### config.mk
export PLATFORM = sky130hd
export DESIGN_NAME = nonoverlap_match_accumulator_top
export DESIGN_NICKNAME = d
export VERILOG_FILES = /design/src/sv/nma_pkg.sv /design/src/sv/nma_divider.sv /design/src/sv/nma_span_ram.sv /design/src/sv/nonoverlap_match_accumulator_top.sv
export SDC_FILE = /design/constraint.sdc
export NUM_CORES = 2
export LEC_CHECK = 0
export BUFFER_PORTS_ARGS = -buffer_cell sky130_fd_sc_hd__buf_2
export CAP_MARGIN = 20
export CORE_MARGIN = 2
export CORE_UTILIZATION = 50
export CTS_CLUSTER_SIZE = 14
export DETAILED_ROUTE_END_ITERATION = 16
export PLACE_DENSITY = 0.74
export SETUP_SLACK_MARGIN = 0.5
export SYNTH_ARGS = -nofsm -noshare
export SYNTH_HDL_FRONTEND = slang
export SYNTH_SLANG_ARGS = --single-unit
### constraint.sdc
create_clock -name clk_i -period 6 [get_ports clk_i]
set_input_delay 0.3 -clock clk_i [delete_from_list [all_inputs] [get_ports clk_i]]
set_output_delay 0.3 -clock clk_i [all_outputs]
set_load 0.1 [all_outputs]
### src/sv/nma_pkg.sv
// Package: widths, register indexes, span type and clash check for the match accumulator.
package nma_pkg;
  localparam int MaxMatches = 64;
  localparam int IdxW = $clog2(MaxMatches);
  localparam int CntW = IdxW + 1;
  localparam int CoordBits = 16;

  typedef enum logic {
    CFG_MARGIN = 1'b0,
    CFG_THRESH = 1'b1
  } cfg_idx_e;

  typedef struct packed {
    logic [CoordBits-1:0] qs;
    logic [CoordBits-1:0] qe;
    logic [CoordBits-1:0] ts;
    logic [CoordBits-1:0] te;
  } span_t;

  // Return 1 when a kept span clashes with the new one under margin o.
  function automatic logic spans_clash(span_t nw, span_t kp, logic [7:0] o);
    logic signed [CoordBits+1:0] nqs, nqe, nts, nte, kqs, kqe, kts, kte, om;
    logic c;
    begin
      nqs = {2'b00, nw.qs}; nqe = {2'b00, nw.qe};
      nts = {2'b00, nw.ts}; nte = {2'b00, nw.te};
      kqs = {2'b00, kp.qs}; kqe = {2'b00, kp.qe};
      kts = {2'b00, kp.ts}; kte = {2'b00, kp.te};
      om = {{(CoordBits-6){1'b0}}, o};
      c = 1'b0;
      if (kqs >= nqs && kqs < nqe - om) c = 1'b1;
      if (kqe > nqs + om && kqe <= nqe) c = 1'b1;
      if (kts >= nts && kts < nte - om) c = 1'b1;
      if (kte > nts + om && kte <= nte) c = 1'b1;
      if (kqs <= nqs && kqe >= nqe) c = 1'b1;
      if (kts <= nts && kte >= nte) c = 1'b1;
      return c;
    end
  endfunction
endpackage

### src/sv/nma_divider.sv
// Restoring divider: 37-bit numerator over 22-bit denominator, one bit a cycle.
module nma_divider import nma_pkg::*; (
  input  logic        clk_i,
  input  logic        rst_ni,
  input  logic        start_i,
  input  logic [36:0] num_i,
  input  logic [21:0] den_i,
  output logic        done_o,
  output logic [13:0] quo_o
);
  logic [36:0] num_q, num_d, quo_q, quo_d;
  logic [22:0] rem_q, rem_d;
  logic [21:0] den_q, den_d;
  logic [5:0]  cnt_q, cnt_d;
  logic        busy_q, busy_d, done_q, done_d;
  logic [22:0] shl;

  // Shift in one numerator bit and try a subtract.
  always_comb begin
    num_d = num_q; quo_d = quo_q; rem_d = rem_q; den_d = den_q;
    cnt_d = cnt_q; busy_d = busy_q; done_d = 1'b0;
    shl = {rem_q[21:0], num_q[36]};
    if (start_i) begin
      num_d = num_i; den_d = den_i; rem_d = '0; quo_d = '0;
      cnt_d = 6'd37; busy_d = 1'b1;
    end else if (busy_q) begin
      num_d = {num_q[35:0], 1'b0};
      if (shl >= {1'b0, den_q}) begin
        rem_d = shl - {1'b0, den_q};
        quo_d = {quo_q[35:0], 1'b1};
      end else begin
        rem_d = shl;
        quo_d = {quo_q[35:0], 1'b0};
      end
      cnt_d = cnt_q - 6'd1;
      if (cnt_q == 6'd1) begin
        busy_d = 1'b0; done_d = 1'b1;
      end
    end
  end

  always_ff @(posedge clk_i or negedge rst_ni) begin
    if (!rst_ni) begin
      busy_q <= 1'b0; done_q <= 1'b0; cnt_q <= '0;
    end else begin
      busy_q <= busy_d; done_q <= done_d; cnt_q <= cnt_d;
    end
  end

  always_ff @(posedge clk_i) begin
    num_q <= num_d; quo_q <= quo_d; rem_q <= rem_d; den_q <= den_d;
  end

  assign done_o = done_q;
  // Saturate the quotient to the field.
  assign quo_o = (|quo_q[36:14]) ? 14'h3FFF : quo_q[13:0];
endmodule

### src/sv/nma_span_ram.sv
// Span table memory: one write port, one registered read port.
module nma_span_ram import nma_pkg::*; (
  input  logic            clk_i,
  input  logic            we_i,
  input  logic [IdxW-1:0] waddr_i,
  input  span_t           wdata_i,
  input  logic [IdxW-1:0] raddr_i,
  output span_t           rdata_o
);
  span_t mem [MaxMatches];

  always_ff @(posedge clk_i) begin
    if (we_i) mem[waddr_i] <= wdata_i;
    rdata_o <= mem[raddr_i];
  end
endmodule

### src/sv/nonoverlap_match_accumulator_top.sv
// Top level: match overlap scan over the span table, accumulators, output register.
//
// Usage: present match records on the in channel (valid/ready); each record
// yields exactly one result on the out channel. Configuration writes go over
// the cfg channel (index 0 overlap margin, index 1 underflow threshold) and
// are taken only while the block is idle.
// Sequence: a record is compared against the kept spans one entry per cycle
// through the span memory's read port; on the last record of a pair the
// average identity is then formed by a bit-serial divider.
// Flow: one record at a time; the next one is taken once the result is
// in the output register, while that result waits.
// Reset: all sums and the kept count clear, margin returns to 1 and the
// threshold to 9040; the span memory holds no reset and needs none, since
// only entries below the kept count are read.
// Stall: a result waits in the output register as long as out_ready_i is low;
// a following record is processed and then holds until that register is free.
module nonoverlap_match_accumulator_top import nma_pkg::*; (
  input  logic               clk_i,
  input  logic               rst_ni,
  input  logic               cfg_valid_i,
  output logic               cfg_ready_o,
  input  logic               cfg_index_i,
  input  logic [13:0]        cfg_data_i,
  input  logic               in_valid_i,
  output logic               in_ready_o,
  input  logic               new_pair_i,
  input  logic               last_of_pair_i,
  input  logic [15:0]        query_start_i,
  input  logic [15:0]        query_end_i,
  input  logic [15:0]        target_start_i,
  input  logic [15:0]        target_end_i,
  input  logic [15:0]        match_length_i,
  input  logic [13:0]        identity_pct_i,
  input  logic [15:0]        match_score_i,
  input  logic signed [14:0] neglog_e_i,
  output logic               out_valid_o,
  input  logic               out_ready_i,
  output logic               accepted_o,
  output logic               table_full_o,
  output logic [6:0]         kept_count_o,
  output logic [15:0]        total_count_o,
  output logic [23:0]        sum_score_o,
  output logic [21:0]        sum_length_o,
  output logic [13:0]        avg_identity_o,
  output logic signed [14:0] best_neglog_e_o,
  output logic signed [20:0] sum_neglog_e_o,
  output logic               best_e_zero_o,
  output logic               prod_e_zero_o,
  output logic               pair_done_o
);
  typedef enum logic [2:0] {
    S_IDLE, S_SCAN, S_UPD, S_DIV, S_OUT
  } state_e;

  state_e state_q;
  logic [7:0]  margin_q;
  logic [13:0] thresh_q;
  logic [CntW-1:0] kept_q;
  logic [15:0] seen_q;
  logic [23:0] score_q;
  logic [21:0] len_q;
  logic [36:0] wid_q;
  logic signed [14:0] best_q;
  logic signed [20:0] esum_q;

  // Held record.
  span_t nw_q;
  logic last_q;
  logic [15:0] rlen_q, rsc_q;
  logic [13:0] ridp_q;
  logic signed [14:0] re_q;
  logic [CntW-1:0] ptr_q;  // next address to read
  logic [CntW-1:0] cmp_q;  // entries compared so far
  logic rdv_q, clash_q, acc_q, full_q;

  span_t rdata;
  logic  div_done;
  logic [13:0] div_quo;
  logic  div_start;
  logic [36:0] div_num;
  logic [21:0] div_den;

  logic in_fire, out_fire, out_load;
  assign in_fire  = in_valid_i && in_ready_o;
  assign out_fire = out_valid_o && out_ready_i;
  assign out_load = (state_q == S_OUT) && (!out_valid_o || out_ready_i);
  assign in_ready_o  = (state_q == S_IDLE);
  assign cfg_ready_o = (state_q == S_IDLE);

  // Configuration registers.
  always_ff @(posedge clk_i or negedge rst_ni) begin
    if (!rst_ni) begin
      margin_q <= 8'd1;
      thresh_q <= 14'd9040;
    end else if (cfg_valid_i && cfg_ready_o) begin
      case (cfg_idx_e'(cfg_index_i))
        CFG_MARGIN: margin_q <= cfg_data_i[7:0];
        CFG_THRESH: thresh_q <= cfg_data_i;
        default: ;
      endcase
    end
  end

  // Span memory; appended at kept_q on acceptance.
  logic ram_we;
  assign ram_we = (state_q == S_UPD) && !clash_q && (kept_q < CntW'(MaxMatches));
  nma_span_ram u_ram (
    .clk_i, .we_i(ram_we), .waddr_i(kept_q[IdxW-1:0]), .wdata_i(nw_q),
    .raddr_i(ptr_q[IdxW-1:0]), .rdata_o(rdata)
  );

  // Accumulator next values.
  logic [24:0] score_n;
  logic [22:0] len_n;
  logic [37:0] wid_n;
  logic [29:0] prod_q;
  logic signed [21:0] esum_n;
  assign score_n = {1'b0, score_q} + 25'(rsc_q);
  assign len_n   = {1'b0, len_q} + 23'(rlen_q);
  assign wid_n   = {1'b0, wid_q} + 38'(prod_q);
  assign esum_n  = 22'(esum_q) + 22'(re_q);

  // Values after this record's update, used to start the divider.
  assign div_num = ram_we ? (wid_n[37] ? {37{1'b1}} : wid_n[36:0]) : wid_q;
  assign div_den = ram_we ? (len_n[22] ? {22{1'b1}} : len_n[21:0]) : len_q;

  assign div_start = (state_q == S_UPD) && last_q;
  nma_divider u_div (
    .clk_i, .rst_ni, .start_i(div_start), .num_i(div_num),
    .den_i(div_den), .done_o(div_done), .quo_o(div_quo)
  );

  // Control and accumulators.
  always_ff @(posedge clk_i or negedge rst_ni) begin
    if (!rst_ni) begin
      state_q <= S_IDLE;
      kept_q <= '0; seen_q <= '0; score_q <= '0; len_q <= '0;
      wid_q <= '0; best_q <= '0; esum_q <= '0;
      out_valid_o <= 1'b0;
      ptr_q <= '0; cmp_q <= '0; rdv_q <= 1'b0; clash_q <= 1'b0;
      acc_q <= 1'b0; full_q <= 1'b0;
    end else begin
      if (out_load) out_valid_o <= 1'b1;
      else if (out_fire) out_valid_o <= 1'b0;
      case (state_q)
        S_IDLE: begin
          if (in_fire) begin
            if (new_pair_i) begin
              kept_q <= '0; score_q <= '0; len_q <= '0;
              wid_q <= '0; best_q <= '0; esum_q <= '0;
              seen_q <= 16'd1;
            end else if (seen_q != 16'hFFFF) begin
              seen_q <= seen_q + 16'd1;
            end
            ptr_q <= '0; cmp_q <= '0; rdv_q <= 1'b0; clash_q <= 1'b0;
            state_q <= S_SCAN;
          end
        end
        S_SCAN: begin
          // Issue one read a cycle while entries remain and no clash is seen; check returned data.
          rdv_q <= 1'b0;
          if (!clash_q && ptr_q < kept_q) begin
            ptr_q <= ptr_q + 1'b1;
            rdv_q <= 1'b1;
          end
          if (rdv_q) begin
            cmp_q <= cmp_q + 1'b1;
            if (spans_clash(nw_q, rdata, margin_q)) clash_q <= 1'b1;
          end
          if (clash_q || (cmp_q == kept_q && !rdv_q)) state_q <= S_UPD;
        end
        S_UPD: begin
          acc_q <= ram_we;
          full_q <= !clash_q && !ram_we;
          if (ram_we) begin
            score_q <= score_n[24] ? 24'hFFFFFF : score_n[23:0];
            len_q <= len_n[22] ? 22'h3FFFFF : len_n[21:0];
            wid_q <= wid_n[37] ? {37{1'b1}} : wid_n[36:0];
            if (kept_q == '0 || re_q > best_q) best_q <= re_q;
            if (esum_n > 22'sd1048575) esum_q <= 21'sd1048575;
            else if (esum_n < -22'sd1048576) esum_q <= -21'sd1048576;
            else esum_q <= esum_n[20:0];
            kept_q <= kept_q + 1'b1;
          end
          state_q <= last_q ? S_DIV : S_OUT;
        end
        S_DIV: begin
          if (div_done) state_q <= S_OUT;
        end
        S_OUT: begin
          // Hold until the output register is free.
          if (out_load) state_q <= S_IDLE;
        end
        default: state_q <= S_IDLE;
      endcase
    end
  end

  // Record hold and product register.
  always_ff @(posedge clk_i) begin
    if (in_fire) begin
      nw_q <= '{qs: query_start_i, qe: query_end_i, ts: target_start_i, te: target_end_i};
      last_q <= last_of_pair_i;
      rlen_q <= match_length_i; rsc_q <= match_score_i;
      ridp_q <= identity_pct_i; re_q <= neglog_e_i;
    end
    prod_q <= rlen_q * 30'(ridp_q);
  end

  // Output register.
  always_ff @(posedge clk_i) begin
    if (out_load) begin
      accepted_o <= acc_q;
      table_full_o <= full_q;
      kept_count_o <= 7'(kept_q);
      total_count_o <= seen_q;
      sum_score_o <= score_q;
      sum_length_o <= len_q;
      avg_identity_o <= (last_q && len_q != '0) ? div_quo : 14'd0;
      best_neglog_e_o <= best_q;
      sum_neglog_e_o <= esum_q;
      best_e_zero_o <= last_q && (best_q >= $signed({1'b0, thresh_q}));
      prod_e_zero_o <= last_q && (esum_q >= $signed({7'd0, thresh_q}));
      pair_done_o <= last_q;
    end
  end

`ifndef ASSERT_OFF
  // Kept count never exceeds the table depth.
  a_kept_bound: assert property (@(posedge clk_i) disable iff (!rst_ni)
    kept_q <= CntW'(MaxMatches)) else $error("kept count overflow");
  // Accept and full are exclusive in a result.
  a_acc_full: assert property (@(posedge clk_i) disable iff (!rst_ni)
    out_valid_o |-> !(accepted_o && table_full_o)) else $error("accept and full");
  // No write to the table while scanning it.
  a_no_wr_scan: assert property (@(posedge clk_i) disable iff (!rst_ni)
    state_q == S_SCAN |-> !ram_we) else $error("write during scan");
  // Divider finishes only while waiting for it.
  a_div: assert property (@(posedge clk_i) disable iff (!rst_ni)
    div_done |-> state_q == S_DIV) else $error("stray divider done");
`endif
endmodule
## Yosys cells after proc, flatten, opt, wreduce, memory -nomap -nowiden

Memories as Yosys holds them, arrays and structs flattened. A register that Yosys moved wholly into a read port is not among the register bits.
Cells that the tools add are included.

| storage, ports and cells | value |
|---|---|
| memories kept | 1 |
| ROM bits | 0 |
| bits in writable memories | 4096 |
| output and inout bits | 127 |
| bits in registers | 592 |
| latch bits | 0 |

Memories:

| name | words | width | read ports | clocked after Yosys merged registers in | write ports | line | source |
|---|---|---|---|---|---|---|---|
| u_ram.mem | 64 | 64 | 1 | 1 | 1 | nma_span_ram.sv:10 | `span_t mem [MaxMatches];` |

| cells by class | value |
|---|---|
| equal/unequal tests | 17 |
| bitwise operators | 1 |
| shifts and indexed selects | 0 |
| reduce and logical (&&, ||, !) cells | 46 |
| div/mod/pow operators | 0 |
| multiplexer cells | 74 |
| $mul | 1 |
| magnitude comparators | 20 |
| $add $sub $neg | 14 |

Operators by type and width:

| kind | number |
|---|---|
| $mux 37 | 6 |
| $mux 22 | 5 |
| $mux 21 | 5 |
| $mux 24 | 4 |
| $pmux 37 s2 | 1 |
| $ge 16x16->1 | 4 |
| $le 16x16->1 | 4 |
| $mux 15 | 4 |
| $pmux 24 s2 | 1 |
| $pmux 22 s2 | 1 |
| $mux 7 | 6 |
| $pmux 21 s2 | 1 |
| $pmux 7 s2 | 3 |
| $add 37x30->38 | 1 |
| $add 16x8->17 | 2 |
| $gt 16x17->1 | 2 |
| $lt 17x17->1 | 2 |
| $sub 16x8->17 | 2 |
| $mux 16 | 2 |
| $mul 16x14->30 | 1 |
| $pmux 15 s2 | 1 |
| $add 24x16->25 | 1 |
| $add 22x16->23 | 1 |
| $ge 23x22->1 | 1 |
| 39 further kinds | 112 |

## Logic depth before layout (Yosys ltp)

| logic depth | value |
|---|---|
| depth after elaboration | 14 |
| mapped depth | 24 |

## Hierarchy

Synthesis repeated with hierarchy kept, for this count alone.

| second synthesis, totals | value |
|---|---|
| cell total of the unflattened synthesis | 10490 |
| area total of the unflattened synthesis | 196344.6 µm² |

Modules (own cells, without submodules):

| module | cells an instance | instances | seq. area each (µm²) | area each (µm²) |
|---|---|---|---|---|
| nma_span_ram | 6509 | 1 | 124279.2 | 155775.7 |
| nonoverlap_match_accumulator_top | 3394 | 1 | 12769.7 | 34212.8 |
| nma_divider | 587 | 1 | 3153.0 | 6356.1 |

## Worst setup path after synthesis

OpenSTA, ideal clock, no wires.

| path | value |
|---|---|
| path type | register -> register |
| from | reg state_q[0] |
| to | reg seen_q[12] |
| stages on the path, launching flop included | 9 |
| slack | -1.723 ns |
| library setup time | 0.088 ns |
| arrival time | 7.634 ns |
| path through | dfrtp_1 > clkbuf_1 > nor3_1 > nand2_1 > inv_1 > clkbuf_1 > and3_1 > o21ai_0 > a41oi_1 |

| between the ends | value |
|---|---|
| word-level cells in the longest chain between the ends | 3 |

Ends and longest elaborated chain:

| item | line | source |
|---|---|---|
| from (decl) | nonoverlap_match_accumulator_top.sv:55 | `state_e state_q;` |
| from (signal assigned) | nonoverlap_match_accumulator_top.sv:185 | `state_q <= last_q ? S_DIV : S_OUT;` |
| $logic_not 3->1 | -- |  |
| via cfg_ready_o | nonoverlap_match_accumulator_top.sv:21 | `output logic cfg_ready_o,` |
| $logic_and 1x1->1 | nonoverlap_match_accumulator_top.sv:84 | `assign in_fire = in_valid_i && in_ready_o;` |
| via in_fire | nonoverlap_match_accumulator_top.sv:83 | `logic in_fire, out_fire, out_load;` |
| $reduce_and 3->1 (no source line) | -- |  |
| to (signal assigned) | nonoverlap_match_accumulator_top.sv:153 | `seen_q <= seen_q + 16'd1;` |
| to (decl) | nonoverlap_match_accumulator_top.sv:59 | `logic [15:0] seen_q;` |

The timed path passes the listed nets, and every way through them passes these cells.
A chain may end at the register's enable or synchronous reset.

## Final worst setup path

| path | value |
|---|---|
| from | reg rlen_q[5] |
| to | reg prod_q[26] |

| between the ends | value |
|---|---|
| word-level cells in the longest chain between the ends | 1 |

Ends and longest elaborated chain:

| item | line | source |
|---|---|---|
| from (decl) | nonoverlap_match_accumulator_top.sv:69 | `logic [15:0] rlen_q, rsc_q;` |
| from (signal assigned) | nonoverlap_match_accumulator_top.sv:204 | `rlen_q <= match_length_i; rsc_q <= match_score_i;` |
| $mul 16x14->30 | nonoverlap_match_accumulator_top.sv:207 | `prod_q <= rlen_q * 30'(ridp_q);` |
| to (signal assigned) | nonoverlap_match_accumulator_top.sv:207 |  |
| to (decl) | nonoverlap_match_accumulator_top.sv:116 | `logic [29:0] prod_q;` |

Every way passes these cells.

==> out/metrics.yaml <==
pwr:
  swShare: 0.3310
  ir_worst_vdd_uv: 1813
  intPower_w: 0.07376
  p_leak_nw: 74.58
  seqPwrFrac: 0.373
  power_frac_comb: 0.370
  p_total_w: 0.1103
  p_per_area_mw_per_mm2: 491.8
  p_switching_w: 0.03650
  clockPowerShare: 0.257
cts:
  worstSkewPairLatency_ps: 1040
  tritoncts: "done"
  clk_pin_slew_ps: 60
  cts_buffers: 447
  cts_root_buf: "clkbuf_16"
  clockBufferDepth: 4
  clkSinkCount: 4752
  cts_max_level: 5
sta:
  drv_slew: 0
  hold_viol_final: 0
  rsz0062_at_grt: "true"
  period_share: 1.004
  worst_slew_pin_slew_ps: 1202
  min_period_ps: 6025
  relSlewSlack: 0.1966
  fin_setup_tns_ps: -25.41
  fin_ws_ps: -25.41
  clock_skew_ps: 109.0
  setup_violations: 1
  timing.fmax_mhz: 166.0
worst_hold_path:
  min-delay-path-class: "primary input to flip-flop"
yosys:
  ys_seq_elements: 4752
  ys_async_sr_fraction: 0.04082
  syn_inst: 9818
  synth_fp_nets: 10550
  synth_common_cells: "4405 x edfxtp_1, 1344 x mux4_2, 413 x ha_1, 372 x inv_1, 336 x nand2_1"
  syn_avg_cell_area_sq_um: 19.98
  synth-seq-area-share: 0.7148
  yosys-top-cells-area: "edfxtp_1 67%, mux4_2 15%, ha_1 2.6%"
  yosys.area.top_type: "edfxtp_1"
  syn-cell-area_sq_mm: 0.1961
  synth.distinct_cells: 93
  synth_top_flop_cell: "edfxtp_1"
  yosysMostFrequentCell: "edfxtp_1"
  netlist.area_leader.share: 0.6744
  synth_edf_count: 4405
  yosys_warnings: 0
detailed_routing:
  drcViolationCount: 0
  num_vias: 107100
  post_drt_wl_per_cell_um: 34.93
  drtIter0Drc: 16710
  drt_first_pass_iters: 6
  viasPerCell: 6.537
  antenna_left: 0
  routed_wl_um: 572500
status:
  status: "finished with violations"
  violations: "setup timing"
final_layout:
  final_area_sq_mm: 0.2242
  fin_util: 0.5729
  drive_above_1_share: 0.2571
  nets: 11500
  synthToLayoutAreaGrowth_pct: 14.31
setup_path:
  cp-start-kind: "flip-flop"
  critPathRequiredTime_ps: 6850
  end_kind: "flip-flop"
  cp_slowest_cell: "fa_1"
  crit_fanout: 3
  critPathKind: "flip-flop to flip-flop"
  cp_slowest_stage_delay_ps: 520
  cpMostUsedCell: "fa_1"
  worst_ep_arrival_time_ps: 6870
  crit_chain: "buf_6 -> and2_4 -> fa_1 -> inv_1 -> fa_1 -> inv_1 -> fa_1 -> inv_2 -> fa_1 -> inv_2 -> fa_1 -> inv_2 -> fa_1 -> inv_2 -> ha_4 -> a21o_1 -> a211o_1 -> o221a_4 -> buf_6 -> a41o_1 -> a211oi_2 -> o21ai_1 -> a211oi_1 -> nor3_1"
global_route:
  overflow: 0
  grt_pass1_vias: 107300
  antenna_found_initial: 37
  grt_pass1_wl_um: 804900
  grt_max_degree: 101
  track_usage: 0.2858
die:
  ios: 274
  die_w_um: 630.3
  coreArea_sq_mm: 0.3914
  die_h_um: 630.3
  dieArea_sq_mm: 0.3973
  start_util: 0.5012
  placementRows: 230
place:
  globalplace.congestion: 0.9218
  port_buffers: 273
  placed_cell_area_sq_mm: 0.2070
  hpwl_um: 313600
flow_run:
  cap_violations: 0
[cells in the final DEF, fill, tap and decap left out, types with 45 or more instances in the layout]
master,netlist,routed
a21o_1,81,81
a21oi_1,224,213
and2_1,118,112
buf_12,0,81
buf_2,101,272
buf_4,6,332
clkbuf_1,270,127
clkbuf_16,0,452
clkinv_1,1,80
clkinv_2,0,65
dfrtp_1,188,182
dfxtp_1,153,153
dlygate4sd3_1,0,217
edfxtp_1,4405,4405
fa_1,174,171
ha_1,413,408
inv_1,372,363
mux2i_1,50,50
mux4_2,1344,1344
nand2_1,336,334
nand3_1,115,113
nand4_1,55,55
nor2_1,319,251
nor2_4,0,66
nor2b_1,48,45
nor3_1,70,67
o21a_1,45,45
o21ai_0,195,191
xnor2_1,120,119
xor2_1,68,68
[path summary, 6_finish.rpt]
path | start | end | slack, ps | cells past startpoint
min reg2reg | full_q | table_full_o | 460 | 0
min in group asynchronous | rst_ni | score_q[20] | 300 | 3
max reg2reg | rlen_q[5] | prod_q[26] | -30 | 24
max | rlen_q[5] | prod_q[26] | -30 | 24
max in group asynchronous | rst_ni | ptr_q[3] | 4770 | 4
min | query_end_i[2] | nw_q[34] | 20 | 2
[layout make-up]
type	count	area [sq um]
Fill cell	27710	167200
Inverter	376	1426
Sequential cell	4752	140200
Clock buffer	603	12110
Antenna cell	25	62.56
Multi-Input combinational cell	4266	53620
Tap cell	5220	6531
Clock inverter	227	2360
Timing Repair Buffer	918	7869
[per-layer routing]
layer / wire, um / global-route usage / up-vias / share of wire
li1: - / - / 41870 / -
met1: 194700 / 0.3637 / 55680 / 0.34
met2: 273100 / 0.4607 / 8007 / 0.48
met3: 66510 / 0.06228 / 1552 / 0.12
met4: 37980 / 0.1579 / 24 / 0.066
met5: 157 / 0 / - / 0.00027
[registers in the layout, indices dropped and copies added (netlist names), 24 cells and up]
name	cells
nw_q	64
prod_q	30
u_div.quo_q	37
sum_score_o	24
u_ram.mem	4096
u_ram.rdata_o	64
wid_q	37
u_div.num_q	37
score_q	24
[worst max-delay path, delay by kind of cell, from the launching register on]
family / cells / cell delay (ps)
compound gates: 7 / 1460
buf+inv: 8 / 540
simple gates: 2 / 220
flops: 1 / 410
fa+ha+maj: 7 / 3240
[per-stage QoR]
step | instances | hold WS, ps | worst slack, ps
after floorplan | 9818 | 4.409 | 296.7
after global placement | 15280 | 402.6 | -186.6
after detailed placement | 15290 | 430.1 | -252.4
after CTS | 16350 | 0.3543 | 30.48
after global routing | 16370 | 0.8484 | -231.1
final | 16390 | 24.34 | -25.41
[power groups by stage]
stage	Sequential, W	Combinational [W]	Clock [W]
2_1_floorplan	0.0422	0.0257	0
3_3_place_gp	0.0417	0.0363	0
3_5_place_dp	0.0417	0.0370	0
4_1_cts	0.0411	0.0394	0.0285
5_1_grt	0.0412	0.0445	0.0297
6_report	0.0411	0.0408	0.0283
[kinds of logic after synthesis]
group | Yosys count | synth area share
xor gates and xnor gates | 189 | 0.008535
and+or+nand+nor | 1225 | 0.02994
buffers and inverters | 800 | 0.01618
DFF | 4752 | 0.7148
muxes | 1411 | 0.1579
AOI/OAI and AO/OA | 854 | 0.02858
adders and majority gates | 587 | 0.04411
[repair_timing]
action,in CTS,in global routing
buffers inserted,15,8
endpoints found under the setup margin,16,17
pin swaps,19,17
hold endpoints to repair,283,0
hold buffers,218,0
gates resized for setup,36,24
Power figures use the tool's default switching activity.
